--- src/rtl/tpae_ram.sv ---
// Generic single-write, single-read RAM with registered read data.
module tpae_ram #(
    parameter int W = 8,
    parameter int D = 16,
    localparam int AW = (D > 1) ? $clog2(D) : 1
) (
    input  logic          i_clk,
    input  logic          i_we,
    input  logic [AW-1:0] i_waddr,
    input  logic [W-1:0]  i_wdata,
    input  logic [AW-1:0] i_raddr,
    output logic [W-1:0]  o_rdata
);

    logic [W-1:0] r_mem [D];
    logic [W-1:0] r_rdata;

    always_ff @(posedge i_clk) begin
        if (i_we) begin
            r_mem[i_waddr] <= i_wdata;
        end
        r_rdata <= r_mem[i_raddr];
    end

    assign o_rdata = r_rdata;

endmodule

--- config.mk ---
export PLATFORM = sky130hd
export DESIGN_NAME = tpae_ram
export DESIGN_NICKNAME = d
export VERILOG_FILES = /design/src/rtl/tpae_ram.sv
export SDC_FILE = /design/constraint.sdc
export NUM_CORES = 1
export LEC_CHECK = 0
export ABC_AREA = 1
export ABC_CLOCK_PERIOD_IN_PS = 2250
export BUFFER_PORTS_ARGS = -buffer_cell sky130_fd_sc_hd__buf_2
export CORE_MARGIN = 4
export CORE_UTILIZATION = 53
export CTS_CLUSTER_SIZE = 20
export DETAILED_ROUTE_END_ITERATION = 10
export PLACE_DENSITY = 0.72
export REMOVE_ABC_BUFFERS = 1
export SLEW_MARGIN = 20
export SYNTH_ARGS = -nofsm -noshare
export SYNTH_HDL_FRONTEND = slang
export SYNTH_SLANG_ARGS = --single-unit
--- constraint.sdc ---
create_clock -name i_clk -period 2.25 [get_ports i_clk]
set_input_delay 0.1125 -clock i_clk [delete_from_list [all_inputs] [get_ports i_clk]]
set_output_delay 0.1125 -clock i_clk [all_outputs]
set_load 0.05 [all_outputs]
== Yosys cells after proc, flatten, opt, wreduce, memory -nomap -nowiden ==
Memories as Yosys holds them, arrays and structs flattened. A register that Yosys moved wholly into a read port is not among the register bits.
Cells that the tools add are included.

* Bits of input ports: 18
* Word-level logic and storage cells: 3
* Register bits after elaboration: 0
* Memory bits (writable): 128
* Output and inout bits: 8
* Memories: 1

{| class="wikitable"
|+ Memory list
! name !! depth !! width !! rd ports !! clocked after memory_dff !! write ports !! line !! source
|-
| r_mem || 16 || 8 || 1 || 1 || 1 || 15 || <nowiki>logic [W-1:0] r_mem [D];</nowiki>
|}

* Muxes and demuxes: 2

{| class="wikitable"
|+ Operators by type and width
! kind !! number
|-
| $mux W1 || 2
|}

== Longest topological paths before layout ==
* Depth in word-level cells: 2
* Gate-level depth with buffers: 8
* Mapped depth without buffers: 7

== Least setup slack after synthesis ==
Ideal clock, no wire load.

* Path type: input port to flip-flop
* Start: input port i_waddr[2]
* End: memory r_mem[10][0], enable pin
* Cell stages on the path: 2
* Path slack: 1.187 ns
* Buffers on the path: 0
* Library setup time: 0.370 ns
* Arrival time: 0.693 ns
* Required time: 1.880 ns
* Path through: nand3b_1 -> nor2_1

{| class="wikitable"
|+ RTL lines
! what !! line !! source
|-
| start: declaration || 9 || <nowiki>input logic [AW-1:0] i_waddr,</nowiki>
|-
| end: declaration || 15 ||
|}

Straight into the memory's write port.

== Worst setup path after layout ==
* Start: register r_rdata[2] (netlist: o_rdata[2]), read port of r_mem
* End: output port o_rdata[2]

{| class="wikitable"
|+ RTL lines
! what !! line !! source
|-
| start: declaration || 16 || <nowiki>logic [W-1:0] r_rdata;</nowiki>
|-
| end: declaration || 12 || <nowiki>output logic [W-1:0] o_rdata</nowiki>
|}

No word-level cell between the ends.

==> reports/metrics.csv <==
stage;metric;value;unit
critical_path;worstSetupPathType;register to output port;
detailed_routing;wl_per_cell;18.0;microns
logic_synthesis;ys_warn_count;0;
cells_and_area;fillers;844;
placement;io_buffers;25;
global_route;antenna_found_initial;0;
clocking;clock_sinks;136;
power_and_ir_drop;p_leak;2.82;nW
sta;holdWs;26.7;ps
global_route;grt_overflow_total;0;
clocking;cts_setup_buffers;0;
logic_synthesis;syn_area;0.00577;sq mm
sta;tightest_slew;790;ps
power_and_ir_drop;peakVddDrop;0.544;mV
critical_path;critPathCaptureType;output port;
cells_and_area;seq_area;0.00400;sq mm
floorplanning;dieWidth;112;microns
placement;place_congestion;0.927;
floorplanning;die_h;112;microns
critical_path;slowest_delay;360;ps
global_route;globalRouteTotalUtil;21.6;%
floorplanning;start_util;55.1;%
clocking;clock_path_buffers;2;
logic_synthesis;ys_ff_latch;136;
cells_and_area;diodes;0;
floorplanning;core;0.0105;sq mm
clocking;cts_buffers;17;
global_route;grt_pass1_wl;20500;microns
sta;finalCritPeriodShare;56.6;%
global_route;grt_max_degree;65;
critical_path;worst_path_max_delay_cell;dfxtp_1;
cells_and_area;multi_input_area;0.00121;sq mm
sta;slew-limit-headroom;47.2;%
logic_synthesis;synth.area.top_cells;edfxtp_1 (67%), nand2_1 (11%), nand3_1 (8.4%);
logic_synthesis;yosysMostFrequentCell;nand2_1;
min_path;min_path_type;input port to register;
cells_and_area;drive_above_1_share;9.51;%
logic_synthesis;syn-instance-count;551;
global_route;grt_pass1_vias;3888;
sta;final_max_slew_viol_count;0;
floorplanning;rows;37;
detailed_routing;wl;13100;microns
critical_path;crit_arrival;1160;ps
sta;skew;5.17;ps
sta;setup_tns;0;ps
logic_synthesis;seq_area_frac_synth;69.4;%
detailed_routing;dr.first_iter.drc_count;313;
clocking;clkSlewWorstSetupHoldPaths;60;ps
clocking;post_cts_resized;0;
sta;setup_viol;0;
cells_and_area;nNetsFinal;594;
job;drv_cap;0;
critical_path;critPathBufInv;1;
sta;fin_crit;1270;ps
sta;grt_setup_unrepaired;no;
logic_synthesis;yosys.area.top_type;edfxtp_1;
detailed_routing;vias_per_cell;5.35;
logic_synthesis;async_flop_share;0;%
logic_synthesis;ys_top_cells_by_count;nand2_1 (173), edfxtp_1 (128), inv_1 (100);
critical_path;path_cells;buf_2;
cells_and_area;final_util;62.2;%
logic_synthesis;ys_types;12;
clocking;clkLatencyLatePin;510;ps
placement;place_hpwl;7950;microns
detailed_routing;drc;0;
detailed_routing;ant_nets;0;
logic_synthesis;synth-edff-count;128;
sta;finalHoldViolCount;0;
floorplanning;dieArea;0.0126;sq mm
critical_path;startpoint_type;register;
power_and_ir_drop;powerDensity;902;mW/mm^2
critical_path;cp_max_fo;1;
clocking;cts_root_buf;clkbuf_8;
logic_synthesis;syn_avg_cell_area;10.5;sq um
status;outcome;finished clean;
floorplanning;ioPinCount;26;
logic_synthesis;ys.flop_type;edfxtp_1;
logic_synthesis;synth_top_area_share;66.7;%
critical_path;path_delay_family;flip-flops;
clocking;cts_tree;built;
detailed_routing;first_pass_iters;5;
detailed_routing;vias;3877;
critical_path;critPathRequiredTime;2140;ps
cells_and_area;areaGrowthSynthToFinish;12.8;%
sta;fmax;785;MHz
clocking;cts-htree-levels;4;
clocking;cts_hold_buf;1;
report_power, final:
part	total, W	switching, W	internal [W]
clock	0.00262	0.000961	0.00166
sequential	0.00285	0.0000180	0.00283
combinational	0.000394	0.000299	0.0000950
total	0.00587	0.00128	0.00459
logic make-up (layout without fill, tap and decap cells):
kind of cell           after synthesis  count (layout)  share of synthesized area, %
buffers and inverters              126             164                          9.52
and+or+nand+nor                    289             289                          21.0
DFF                                136             136                          69.4
final timing paths:
kind	startpoint	endpoint	slack, ps	cells after the start
hold reg to reg	r_mem[10][5]	o_rdata[5]	690	6
setup reg to reg	r_mem[9][0]	o_rdata[0]	1160	6
setup / recovery	o_rdata[2]	o_rdata[2]	980	1
hold / removal	i_wdata[3]	r_mem[5][3]	30	1
flip-flops by register name (all words and copies together) (netlist names):
register,flops
o_rdata,8
r_mem,128
cell usage in the layout (no fill, tap or decap), types with 3 or more instances in the layout:
master,synthesis,layout
nand3_1,97,97
bufinv_16,0,3
clkbuf_16,0,16
buf_2,13,25
edfxtp_1,128,128
dfxtp_1,8,8
clkinv_1,0,4
nor2_1,17,17
inv_1,100,100
buf_4,4,3
nand2_1,173,173
clkbuf_1,0,3
clkinv_2,0,4
per-layer routing:
metal | share of wire (%) | global-route usage (%) | vias up
li1 | - | - | 1824
met1 | 41 | 26.9 | 1847
met2 | 51 | 35.5 | 165
met3 | 5.5 | 5.88 | 41
met4 | 3.1 | 9.62 | 0
met5 | 0 | 0 | -
worst reg2reg max path, cell delays in order (launching register included):
cell and delay, ps:
edfxtp_1 360, inv_1 80, nand2_1 50, nand3_1 110, nand3_1 130, nand3_1 140, nand2_1 100
layout make-up:
type / count / share of cell area, %
sequential: 136 / 61.5
multi-input combinational: 289 / 18.7
clock buffer: 20 / 6.54
inverter: 102 / 5.88
timing repair buffer: 30 / 2.73
tap: 136 / 2.62
clock inverter: 12 / 2.04
per-stage QoR:
step | cells | cell area (sq um) | total power, W | worst slack [ps]
2_1_floorplan | 527 | 5600 | 0.00311 | 1160
3_3_place_gp | 692 | 5940 | 0.00329 | 775
3_5_place_dp | 692 | 5940 | 0.00329 | 738
4_1_cts | 725 | 6510 | 0.00589 | 962
5_1_grt | 725 | 6510 | 0.00607 | 959
6_report | 725 | 6510 | 0.00587 | 976
No activity file was read; power rests on OpenSTA's default activity.
