`config.mk`:
```
export PLATFORM = sky130hd
export DESIGN_NAME = tpae_ctrl
export DESIGN_NICKNAME = d
export VERILOG_FILES = /design/src/rtl/tpae_pkg.sv /design/src/rtl/tpae_ctrl.sv
export SDC_FILE = /design/constraint.sdc
export NUM_CORES = 1
export LEC_CHECK = 0
export BUFFER_PORTS_ARGS = -buffer_cell sky130_fd_sc_hd__buf_2
export CORE_MARGIN = 2
export CORE_UTILIZATION = 63
export CTS_BUF_LIST = sky130_fd_sc_hd__clkbuf_8
export DETAILED_ROUTE_END_ITERATION = 6
export PLACE_DENSITY = 0.93
export SLEW_MARGIN = 20
export SYNTH_ARGS = -nofsm -noshare
export SYNTH_HDL_FRONTEND = slang
export SYNTH_SLANG_ARGS = --single-unit
```
`constraint.sdc`:
```
create_clock -name i_clk -period 10.36 [get_ports i_clk]
set_input_delay 1.554 -clock i_clk [delete_from_list [all_inputs] [get_ports i_clk]]
set_output_delay 1.554 -clock i_clk [all_outputs]
set_load 0.02 [all_outputs]
```
`src/rtl/tpae_pkg.sv`:
```
// Shared types, constants and arithmetic helpers for the trivariate polynomial evaluator.
package tpae_pkg;

    localparam logic CMD_WRITE = 1'b0;
    localparam logic CMD_EVAL  = 1'b1;

    localparam logic CFG_ROW = 1'b0;
    localparam logic CFG_COL = 1'b1;

    localparam int NPOW    = 6;
    localparam int EXP_W   = 3;
    localparam int COEF_W  = 48;
    localparam int TERM_W  = 3 * EXP_W + COEF_W;
    localparam int ACC_W   = 58;
    localparam int CNT_W   = 9;

    localparam logic [EXP_W-1:0]  EXP_MAX = 3'd5;
    localparam logic signed [31:0] ONE_Q30 = 32'sh4000_0000;

    typedef struct packed {
        logic                     cmd;
        logic [5:0]               term_index;
        logic [2:0]               x_exponent;
        logic [2:0]               y_exponent;
        logic [2:0]               z_exponent;
        logic signed [47:0]       coefficient;
        logic signed [31:0]       x_coord;
        logic signed [31:0]       y_coord;
        logic signed [31:0]       z_coord;
    } t_in_item;

    typedef struct packed {
        logic signed [47:0] line_delta;
        logic signed [47:0] sample_delta;
        logic               overflow;
    } t_out_item;

    typedef struct packed {
        logic       start;
        logic       pow_mul;
        logic       pow_rnd;
        logic [2:0] pow_k;
        logic       iss_vld;
        logic       iss_grp;
        logic       fin;
    } t_dp_cmd;

    typedef struct packed {
        logic pipe_busy;
    } t_dp_sts;

    function automatic logic [31:0] mag32(input logic signed [31:0] v);
        return v[31] ? (~v + 32'd1) : v;
    endfunction

    function automatic logic [47:0] mag48(input logic signed [47:0] v);
        return v[47] ? (~v + 48'd1) : v;
    endfunction

    function automatic logic signed [31:0] rnd_q30(input logic [63:0] p, input logic neg);
        logic [63:0] s;
        logic [33:0] q;
        s = p + 64'd536870912;
        q = s[63:30];
        if (neg) begin
            if (q > 34'h0_8000_0000) return 32'sh8000_0000;
            return ~q[31:0] + 32'd1;
        end
        if (q > 34'h0_7FFF_FFFF) return 32'sh7FFF_FFFF;
        return q[31:0];
    endfunction

endpackage

```
`src/rtl/tpae_ctrl.sv`:
```
// Controller: handshakes, configuration registers and sequencing of power setup and term walk.
module tpae_ctrl import tpae_pkg::*; #(
    parameter int MAX_TERMS = 64,
    localparam int AW = (MAX_TERMS > 1) ? $clog2(MAX_TERMS) : 1,
    localparam int CW = $clog2(MAX_TERMS + 1)
) (
    input  logic          i_clk,
    input  logic          i_rst_n,
    input  logic          i_valid,
    input  logic          i_cmd_eval,
    output logic          o_ready,
    output logic          o_valid,
    input  logic          i_ready,
    input  logic          i_cfg_we,
    input  logic [0:0]    i_cfg_idx,
    input  logic [6:0]    i_cfg_data,
    input  t_dp_sts       i_sts,
    output t_dp_cmd       o_cmd,
    output logic [AW-1:0] o_raddr
);

    localparam logic [2:0] ST_IDLE  = 3'd0;
    localparam logic [2:0] ST_POW   = 3'd1;
    localparam logic [2:0] ST_RUN   = 3'd2;
    localparam logic [2:0] ST_DRAIN = 3'd3;
    localparam logic [2:0] ST_FIN   = 3'd4;
    localparam logic [CNT_W-1:0] MAX_CNT = CNT_W'(MAX_TERMS);

    logic [2:0]    r_state, n_state;
    logic [2:0]    r_k, n_k;
    logic          r_ph, n_ph;
    logic [CW-1:0] r_i, n_i;
    logic [6:0]    r_nr, r_nc;
    logic          r_ovld, n_ovld;
    logic [CNT_W-1:0] sum, lim, i_ext;

    assign sum   = CNT_W'(r_nr) + CNT_W'(r_nc);
    assign lim   = (sum < MAX_CNT) ? sum : MAX_CNT;
    assign i_ext = CNT_W'(r_i);
    assign o_ready = (r_state == ST_IDLE);
    assign o_valid = r_ovld;
    assign o_raddr = r_i[AW-1:0];

    always_comb begin
        n_state = r_state;
        n_k     = r_k;
        n_ph    = r_ph;
        n_i     = r_i;
        n_ovld  = r_ovld && !i_ready;
        o_cmd   = '0;
        o_cmd.pow_k = r_k;
        unique case (r_state)
            ST_IDLE: begin
                if (i_valid && i_cmd_eval) begin
                    o_cmd.start = 1'b1;
                    n_k     = 3'd1;
                    n_ph    = 1'b0;
                    n_state = ST_POW;
                end
            end
            ST_POW: begin
                if (!r_ph) begin
                    o_cmd.pow_mul = 1'b1;
                    n_ph = 1'b1;
                end else begin
                    o_cmd.pow_rnd = 1'b1;
                    n_ph = 1'b0;
                    if (r_k == EXP_MAX) begin
                        n_i     = '0;
                        n_state = ST_RUN;
                    end else begin
                        n_k = r_k + 3'd1;
                    end
                end
            end
            ST_RUN: begin
                if (i_ext < lim) begin
                    o_cmd.iss_vld = 1'b1;
                    o_cmd.iss_grp = (i_ext >= CNT_W'(r_nr));
                    n_i = r_i + CW'(1);
                end else begin
                    n_state = ST_DRAIN;
                end
            end
            ST_DRAIN: begin
                if (!i_sts.pipe_busy) begin
                    n_state = ST_FIN;
                end
            end
            ST_FIN: begin
                if (!r_ovld || i_ready) begin
                    o_cmd.fin = 1'b1;
                    n_ovld    = 1'b1;
                    n_state   = ST_IDLE;
                end
            end
            default: n_state = ST_IDLE;
        endcase
    end

    always_ff @(posedge i_clk) begin
        if (!i_rst_n) begin
            r_state <= ST_IDLE;
            r_k     <= '0;
            r_ph    <= 1'b0;
            r_i     <= '0;
            r_ovld  <= 1'b0;
            r_nr    <= '0;
            r_nc    <= '0;
        end else begin
            r_state <= n_state;
            r_k     <= n_k;
            r_ph    <= n_ph;
            r_i     <= n_i;
            r_ovld  <= n_ovld;
            if (i_cfg_we) begin
                unique case (i_cfg_idx)
                    CFG_ROW: r_nr <= i_cfg_data;
                    CFG_COL: r_nc <= i_cfg_data;
                    default: ;
                endcase
            end
        end
    end

endmodule

```
After elaboration in Yosys (flattened, before gate mapping):

Index checks and enable logic that the tools add are counted.

* add/subtract/negate cells: 3
* multipliers: 0
* divide/modulo/power cells: 0
* $lt $le $gt $ge: 3
* eq/ne operators: 13
* shifts and indexed selects: 0
* mux-type cells: 28
* bitwise operators: 1
* reductions and logical operators: 14

Operators with widths (count)
* 3-bit two-way mux: 8
* 7-bit two-way mux: 3
* 3-bit one-hot mux with 5 select lines: 1
* 2-bit != test (second input constant): 7
* 7-bit one-hot mux with 2 select lines: 1
* 1-bit two-way mux: 9
* 7-bit by 7-bit adder with 8-bit output: 1
* 7-bit by 8-bit < comparator with 1-bit output: 1
* 8-bit by 7-bit < comparator with 1-bit output (second input constant): 1
* 8-bit two-way mux: 1
* 4-bit AND reduction: 2
* 7-bit by 1-bit adder with 7-bit output (second input constant): 1
* 7-bit >= comparator: 1
* 3-bit by 2-bit == test with 1-bit output (second input constant): 2
* 3-bit == test (second input constant): 2
* 2-bit two-way mux: 3
* 3-bit one-hot mux with 2 select lines: 1
* 2-bit AND reduction: 3
* 6-bit AND reduction: 1
* 2-bit nonzero test: 2
* 3-bit by 1-bit adder with 3-bit output (second input constant): 1
* 3-bit by 1-bit == test with 1-bit output (second input constant): 1
* 3-bit zero test: 1
* 1-bit logical AND: 2
* 5 further kinds: 6

* flip-flop bits (word level): 29
* latch bits: 0
* bits in writable memories: 0
* ROM bits: 0
* input bits: 15
* output and inout port bits: 17
* word-level logic and storage cells: 69
* memories kept: 0

Logic depth before layout (Yosys ltp):

Gate-level depths: netlist (run 1).

* depth in word-level cells: 6
* mapped depth: 15
* gate-level depth less buffers: 15

Least setup slack after synthesis (run 1):

Ideal clock, no wire load.

* kind: register to output
* start point: reg r_nr[0]
* end point: out o_cmd[1] in the netlist's numbering
* arrival time: 3370 ps
* data required time: 8806 ps
* setup slack: 5436 ps
* cell stages (with the launch flop): 15
* buffers on the path: 0
* path through: dfxtp_1 ha_1 inv_1 fa_1 nor2b_1 o31a_2 o311ai_2 nor3_1 nand2_1 ha_1 a21oi_1 nand2_1 o31ai_4 nand2_1 a21oi_1

RTL lines
* start, declared: line tpae_ctrl.sv:33 `logic [6:0] r_nr, r_nc;`
* start signal, assigned: line tpae_ctrl.sv:118 `CFG_ROW: r_nr <= i_cfg_data;`
* end, declared: line tpae_ctrl.sv:18 `output t_dp_cmd o_cmd,`

==> reports/metrics.csv, run 1 <==
metric,value,unit
post-route clock period utilization,55.30,%
Detailed Route WL,5007,um
setup repair after global routing missed its margin,no,
final weighted congestion in routability-driven placement,0.9401,
kind of capture point of the worst setup path,output pin,
post-synthesis cell count,259,
portion of total power attributed to sequential cells,43.9,%
crit path time final,5.729,ns
die footprint,3783,um^2
Power Internal,0.1943,mW
Critical Path AT,4.17,ns
largest stage delay on the critical path,0.53,ns
nets,320,
Util after Layout,74.35,%
count of distinct cell types in the synthesized netlist,46,
data required time of the critical path,8.81,ns
power density over the cells,117.4,nW/um^2
total CTS buffers,5,
top area cells in the synthesized netlist,"sky130_fd_sc_hd__dfxtp_1 28%, sky130_fd_sc_hd__ha_1 14%, sky130_fd_sc_hd__a21oi_1 6.0%, sky130_fd_sc_hd__nand2_1 4.3%, sky130_fd_sc_hd__nand3_1 4.1%",
Row Count,20,
Post-Syn Area,2083,um^2
ratio of routed vias to standard cells,6.150,
routed via count,2005,
sequential cell area fraction in the yosys report,27.87,%
final instance count without filler cells,326,
share of the synthesized area in the top cell type,27.87,%
number of antenna diodes,0,
number of cells after detailed placement,318,
share of cells above drive strength 1,16.67,%
count of yosys warnings during synthesis,0,
count of final setup violators,0,
dominant cell type by count on the critical path,sky130_fd_sc_hd__nand2_1,
worst slack on hold paths,0.4747,ns
core footprint,3103,um^2
horizontal die dimension,61.51,um
Post-CTS Setup Repair Bufs,0,
layout overhead on the synthesized area,10.75,%
wire length per cell after detailed routing,15.36,um
Resized cells post-CTS,0,
most area-hungry cell type in the Yosys netlist,sky130_fd_sc_hd__dfxtp_1,
Max-Slew Margin vs Limit,49.90,%
clock network fraction of total power,38.6,%
Switch Pwr,0.07649,mW
maximum achievable frequency,174.6,MHz
Final HPWL DP,3679,um
Pins Over Slew Limit,0,
gr ovfl total,0,
Post-Syn Nets,298,
cts hold-fix bufs,0,
Peak VDD IR,0.1076,mV
initial antenna violation count,0,
synthesized area per cell,8.043,um^2
most frequent cells after synthesis,"29 x sky130_fd_sc_hd__dfxtp_1, 25 x sky130_fd_sc_hd__a21oi_1, 24 x sky130_fd_sc_hd__nand2_1",
share of synthesized registers carrying an async set or reset,0,%
series of cell instances along the critical path,ha_1 > inv_1 > fa_1 > nor2b_1 > o31a_2 > o311ai_2 > nor3_1 > nand2_1 > ha_1 > a21oi_1 > nand2_1 > o31ai_4 > nand2_1 > a21oi_1 > buf_2,
share of total power consumed by net switching,28.24,%
status,finished clean,
Crit Path Max Fanout,10,
buffer cell driving the clock tree root,sky130_fd_sc_hd__clkbuf_8,
Max Buffers Root-to-Sink,2,
starting utilization of the core area,67.14,%
fill cell instance count of the final layout,239,
Post-Route Skew,0.008670,ns
critical path class,reg2out,
DR iter-0 viols,192,
transition time at the pin with the least slew margin,0.7507,ns
"slowest stage cell, crit path",sky130_fd_sc_hd__nor3_1,
total of flip-flops plus latches after synthesis,29,
CTS tree,done,
Post-synth EDFFs,0,
first-pass GRT wire length,8107,um
most frequent cell after synthesis,sky130_fd_sc_hd__dfxtp_1,
total count of hold-check failures in the final report,0,
most common flop cell mapped by yosys,sky130_fd_sc_hd__dfxtp_1,
clock latency on the worst-skew pair,0.28,ns
Final Total Pwr,0.2708,mW
number of clock sinks,29,
global router's overall resource usage,29.06,%
Worst-path clk slew,0.06,ns
drt first pass iters,4,
final routed DRC violation total,0,
combinational cell fraction of total power,17.6,%
crit path launch type,flip-flop,
class of the tightest hold or removal check,reg2reg,
via count of the first global-routing pass,1799,
number of I/O port buffers,31,
pin count of the biggest net entering global routing,25,
CTS H-Tree Depth,2,
Top-Level Pins,32,
count of nets left with antenna violations after detail routing,0,
DIE HEIGHT,61.51,um
accumulated negative setup slack,0,ns
max-cap violation count,0,
total leakage power,1.044,nW
==> cell usage in the layout, fill, tap and decap left out, drive strengths merged, types with 2 or more instances in the layout <==
| cell type | n |
|---|---|
| nor4b | 2 |
| o2111ai | 2 |
| mux2i | 7 |
| nand2b | 4 |
| buf | 31 |
| and2 | 2 |
| o31a | 3 |
| clkbuf | 7 |
| a211oi | 3 |
| a221oi | 2 |
| nor3b | 3 |
| nand2 | 24 |
| nand3 | 17 |
| xor2 | 2 |
| a31oi | 4 |
| nand4b | 2 |
| dfxtp | 29 |
| nor3 | 5 |
| nor2b | 5 |
| and3 | 4 |
| o311ai | 2 |
| xnor2 | 2 |
| a21oi | 25 |
| nor2 | 19 |
| inv | 19 |
| o21ai | 14 |
| o211ai | 4 |
| a21o | 3 |
| o21a | 2 |
| ha | 23 |
==> per-layer routing <==
| layer | wire, um | global-route usage, % | up-vias |
|---|---|---|---|
| met5 | 0 | 0 | - |
| met4 | 78 | 8.815 | 0 |
| met3 | 310 | 6.513 | 9 |
| met2 | 2435 | 49.17 | 74 |
| met1 | 2182 | 36.86 | 952 |
| li1 | - | - | 970 |
==> power groups by stage <==
stage	registers [mW]	logic (mW)	clock network, mW
detailed placement	0.121	0.0465	0
global placement	0.121	0.0451	0
floorplan	0.120	0.0355	0
finish	0.119	0.0476	0.105
global route	0.119	0.0525	0.109
CTS	0.119	0.0471	0.104
==> path summary, 6_finish.rpt <==
| path | start | end | slack [ns] | cells after the start |
|---|---|---|---|---|
| setup / recovery | r_nr[0] | o_cmd[1] | 4.63 | 15 |
| hold / removal | r_nc[2] | r_nc[2] | 0.47 | 2 |
| setup reg to reg | r_nr[0] | r_i[3] | 6.18 | 15 |
| hold reg to reg | r_nc[2] | r_nc[2] | 0.47 | 2 |
==> layout make-up <==
class / instances / area [um^2] / share of cell area, %
multi-input combinational: 195 / 1344 / 58.24
sequential: 29 / 580.6 / 25.16
timing repair buffer: 31 / 155.1 / 6.725
clock buffer: 7 / 96.34 / 4.176
inverter: 19 / 71.32 / 3.091
tap: 44 / 55.05 / 2.386
clock inverter: 1 / 5.005 / 0.2169
==> critical path, delay by kind of cell (launching register included) <==
family	cells	cell delay [ns]
AO/OA/AOI/OAI	5	1.14
buffers and inverters	2	0.27
adder cells (fa/ha/maj)	3	1.00
AND/OR/NAND/NOR	5	1.12
flip-flops	1	0.36
==> sequential cells by signal, indices dropped and copies added, names as in the netlist <==
register	cells
o_valid	1
r_ph	1
r_state	3
r_nc	7
r_nr	7
r_i	7
r_k	3
==> kinds of logic (layout without fill, tap and decap cells) <==
| kind of cell | Yosys count | count (layout) | synth area share [%] |
|---|---|---|---|
| XOR/XNOR | 4 | 4 | 1.682 |
| AND/OR/NAND/NOR | 91 | 91 | 22.46 |
| flip-flops | 29 | 29 | 27.87 |
| AO/OA/AOI/OAI | 69 | 69 | 22.22 |
| multiplexers | 7 | 7 | 3.363 |
| adder cells (fa/ha/maj) | 24 | 24 | 14.78 |
| buffers and inverters | 35 | 58 | 7.628 |
==> stage by stage <==
stage | setup WS, ns | cell area, um^2
global route | 4.323 | 2307
finish | 4.631 | 2307
detailed placement | 5.006 | 2206
floorplan | 5.436 | 2083
global placement | 5.218 | 2206
CTS | 4.658 | 2307
(Power assumes the default switching activity.)
==> run 2: changes to the inputs <==
--- a/config.mk
+++ b/config.mk
@@ -7,10 +7,10 @@
 export LEC_CHECK = 0
 export BUFFER_PORTS_ARGS = -buffer_cell sky130_fd_sc_hd__buf_2
 export CORE_MARGIN = 2
-export CORE_UTILIZATION = 63
+export CORE_UTILIZATION = 53
 export CTS_BUF_LIST = sky130_fd_sc_hd__clkbuf_8
 export DETAILED_ROUTE_END_ITERATION = 6
-export PLACE_DENSITY = 0.93
+export PLACE_DENSITY = 0.84
 export SLEW_MARGIN = 20
 export SYNTH_ARGS = -nofsm -noshare
 export SYNTH_HDL_FRONTEND = slang
==> constraint.sdc (replaced) <==
create_clock -name i_clk -period 4.8 [get_ports i_clk]
set_input_delay 0.72 -clock i_clk [delete_from_list [all_inputs] [get_ports i_clk]]
set_output_delay 0.72 -clock i_clk [all_outputs]
set_load 0.02 [all_outputs]
==> run 2 against run 1 <==
Clock skew is 0.0014 ns higher. Flip-flop and latch count unchanged. Setup slack worse by 4.2 ns. Register-to-register slack got worse by 5.4 ns. Cell count increased by 0.92%. Die area grew 18%. Non-clock buffer count increased by 1. First-iteration DRC count rose by 15%. Wire length down 2.3%. Sequential share of layout area hardly changed. Power rose by 100%. Largest cell class unchanged. Largest power group unchanged. Highest routed layer unchanged.
==> reports/metrics.csv, run 2 (synthesis gave the netlist of run 1 again) <==
metric,value,unit
worst reg-to-reg setup slack,0.82,ns
CTS tree,done,
accumulated negative setup slack,0,ns
Post-Route Skew,0.01004,ns
gr ovfl total,0,
cts hold-fix bufs,0,
ratio of routed vias to standard cells,6.079,
"Cell Area, Placed",2211,um^2
Worst Hold Path EP,r_nc[4],
routed via count,2000,
Crit Path Max Fanout,6,
clock latency on the worst-skew pair,0.29,ns
Critical Path AT,3.69,ns
power density over the cells,237.2,nW/um^2
kind of capture point of the worst setup path,output pin,
wire length per cell after detailed routing,14.87,um
data required time of the critical path,4.08,ns
CTS H-Tree Depth,2,
Max-Slew Margin vs Limit,46.73,%
crit path launch type,flip-flop,
number of clock sinks,29,
fill cell instance count of the final layout,344,
total CTS buffers,5,
worst slack on hold paths,0.4639,ns
Detailed Route WL,4891,um
Final HPWL DP,3620,um
drt first pass iters,5,
class of the tightest hold or removal check,reg2reg,
depth of the worst register-to-register path,15,
number of cells after detailed placement,322,
initial antenna violation count,0,
status,finished clean,
critical path class,reg2out,
final routed DRC violation total,0,
DIE HEIGHT,66.70,um
total count of hold-check failures in the final report,0,
Worst-path clk slew,0.05,ns
count of nets left with antenna violations after detail routing,0,
layout overhead on the synthesized area,10.57,%
Row Count,22,
final instance count without filler cells,329,
setup repair after global routing missed its margin,no,
sequential standard cell area,580.6,um^2
Top-Level Pins,32,
number of antenna diodes,0,
post-route clock period utilization,91.80,%
"leading cell type in the layout, fill and taps excluded",sky130_fd_sc_hd__buf_2,
crit path time final,4.406,ns
Peak VDD IR,0.2110,mV
global router's overall resource usage,23.98,%
reg-to-reg critical path startpoint,r_nr[0],
Max Buffers Root-to-Sink,2,
share of cells above drive strength 1,16.73,%
pin count of the biggest net entering global routing,25,
Layout Cell Area excl Fill,2303,um^2
starting utilization of the core area,56.06,%
final weighted congestion in routability-driven placement,0.8722,
maximum achievable frequency,227.0,MHz
core footprint,3716,um^2
horizontal die dimension,66.70,um
total leakage power,1.038,nW
first-pass GRT wire length,8004,um
Worst Hold Depth,2,
capture instance of the worst register-to-register path,r_i[3],
Hold Path Origin,r_nc[4],
transition time at the pin with the least slew margin,0.7981,ns
most used cells in the layout excluding fill and tap cells,"31 x sky130_fd_sc_hd__buf_2, 29 x sky130_fd_sc_hd__dfxtp_1, 25 x sky130_fd_sc_hd__a21oi_1, 24 x sky130_fd_sc_hd__nand2_1, 23 x sky130_fd_sc_hd__ha_1",
footprint of the multi-input gates,1355,um^2
Pins Over Slew Limit,0,
die footprint,4448,um^2
nets,321,
via count of the first global-routing pass,1805,
registers with the highest flip-flop counts,"r_i: 7 flops, r_nc: 7 flops, r_nr: 7 flops",
max-cap violation count,0,
buffer cell driving the clock tree root,sky130_fd_sc_hd__clkbuf_8,
DR iter-0 viols,221,
count of final setup violators,0,
Util after Layout,61.99,%
number of I/O port buffers,31,
-- run 2: changes by cell type in the layout (fill, tap and decap cells not counted) --
cell and delta:
sky130_fd_sc_hd__nor3_1 -1, sky130_fd_sc_hd__buf_4 +1, sky130_fd_sc_hd__nor3_4 +1, sky130_fd_sc_hd__clkbuf_8 -2
-- run 2: power by group --
| part | total (mW) | switching, mW | internal (mW) | leakage (nW) |
|---|---|---|---|---|
| Sequential | 0.256 | 0.00739 | 0.249 | 0.236 |
| Clock | 0.182 | 0.0874 | 0.0949 | 0.0399 |
| Combinational | 0.108 | 0.0622 | 0.0457 | 0.762 |
| Total | 0.546 | 0.157 | 0.389 | 1.04 |
-- run 2: worst max-delay path, cell delays in order (launching register included) --
cell and delay (ns):
sky130_fd_sc_hd__dfxtp_1 0.36, sky130_fd_sc_hd__ha_1 0.22, sky130_fd_sc_hd__inv_1 0.07, sky130_fd_sc_hd__fa_1 0.42, sky130_fd_sc_hd__nor2b_1 0.20, sky130_fd_sc_hd__o31a_2 0.17
sky130_fd_sc_hd__o311ai_2 0.19, sky130_fd_sc_hd__nor3_4 0.33, sky130_fd_sc_hd__nand2_1 0.09, sky130_fd_sc_hd__ha_1 0.33, sky130_fd_sc_hd__a21oi_1 0.21, sky130_fd_sc_hd__nand2_1 0.11
sky130_fd_sc_hd__o31ai_4 0.27, sky130_fd_sc_hd__nand2_1 0.12, sky130_fd_sc_hd__a21oi_1 0.13, sky130_fd_sc_hd__buf_2 0.18
-- run 2: layer usage --
metal / wire length, um / global-route usage [%] / share of wire (%) / vias up
met3: 324 / 6.757 / 6.6 / 14
met4: 91 / 9.694 / 1.9 / 0
li1: - / - / - / 969
met1: 2236 / 30.11 / 46 / 931
met2: 2238 / 38.50 / 46 / 86
met5: 0 / 0 / 0 / -
-- run 2: layout make-up --
cell class                 count  area share [%]
timing repair buffer          32           7.061
inverter                      19           3.096
clock buffer                   5           2.988
sequential                    29           25.20
tap                           48           2.607
multi-input combinational    195           58.83
clock inverter                 1          0.2173
-- run 2: worst max-delay path by stage --
| stage | startpoint | to | slack, ns | cells past startpoint |
|---|---|---|---|---|
| global placement | r_nr[0] | o_cmd[1] | 0.51 | 15 |
| floorplan | r_nr[0] | o_cmd[1] | 0.71 | 14 |
| global route | r_nr[0] | o_cmd[1] | 0.1 | 15 |
| detailed placement | r_nr[0] | o_cmd[1] | 0.36 | 15 |
| CTS | r_nr[0] | o_cmd[1] | 0.05 | 15 |
| finish | r_nr[0] | o_cmd[1] | 0.39 | 15 |
-- run 2: repair_timing --
item / CTS / global route
setup buffers: 0 / 1
setup endpoints to repair: 0 / 2
gates resized for setup: 0 / 2
-- run 2: through the flow --
step / setup WS [ns] / power [mW]
final: 0.3938 / 0.5463
after global routing: 0.09912 / 0.5737
after CTS: 0.04815 / 0.5411
after detailed placement: 0.3591 / 0.3612
after global placement: 0.5108 / 0.3586
after floorplan: 0.7103 / 0.3362
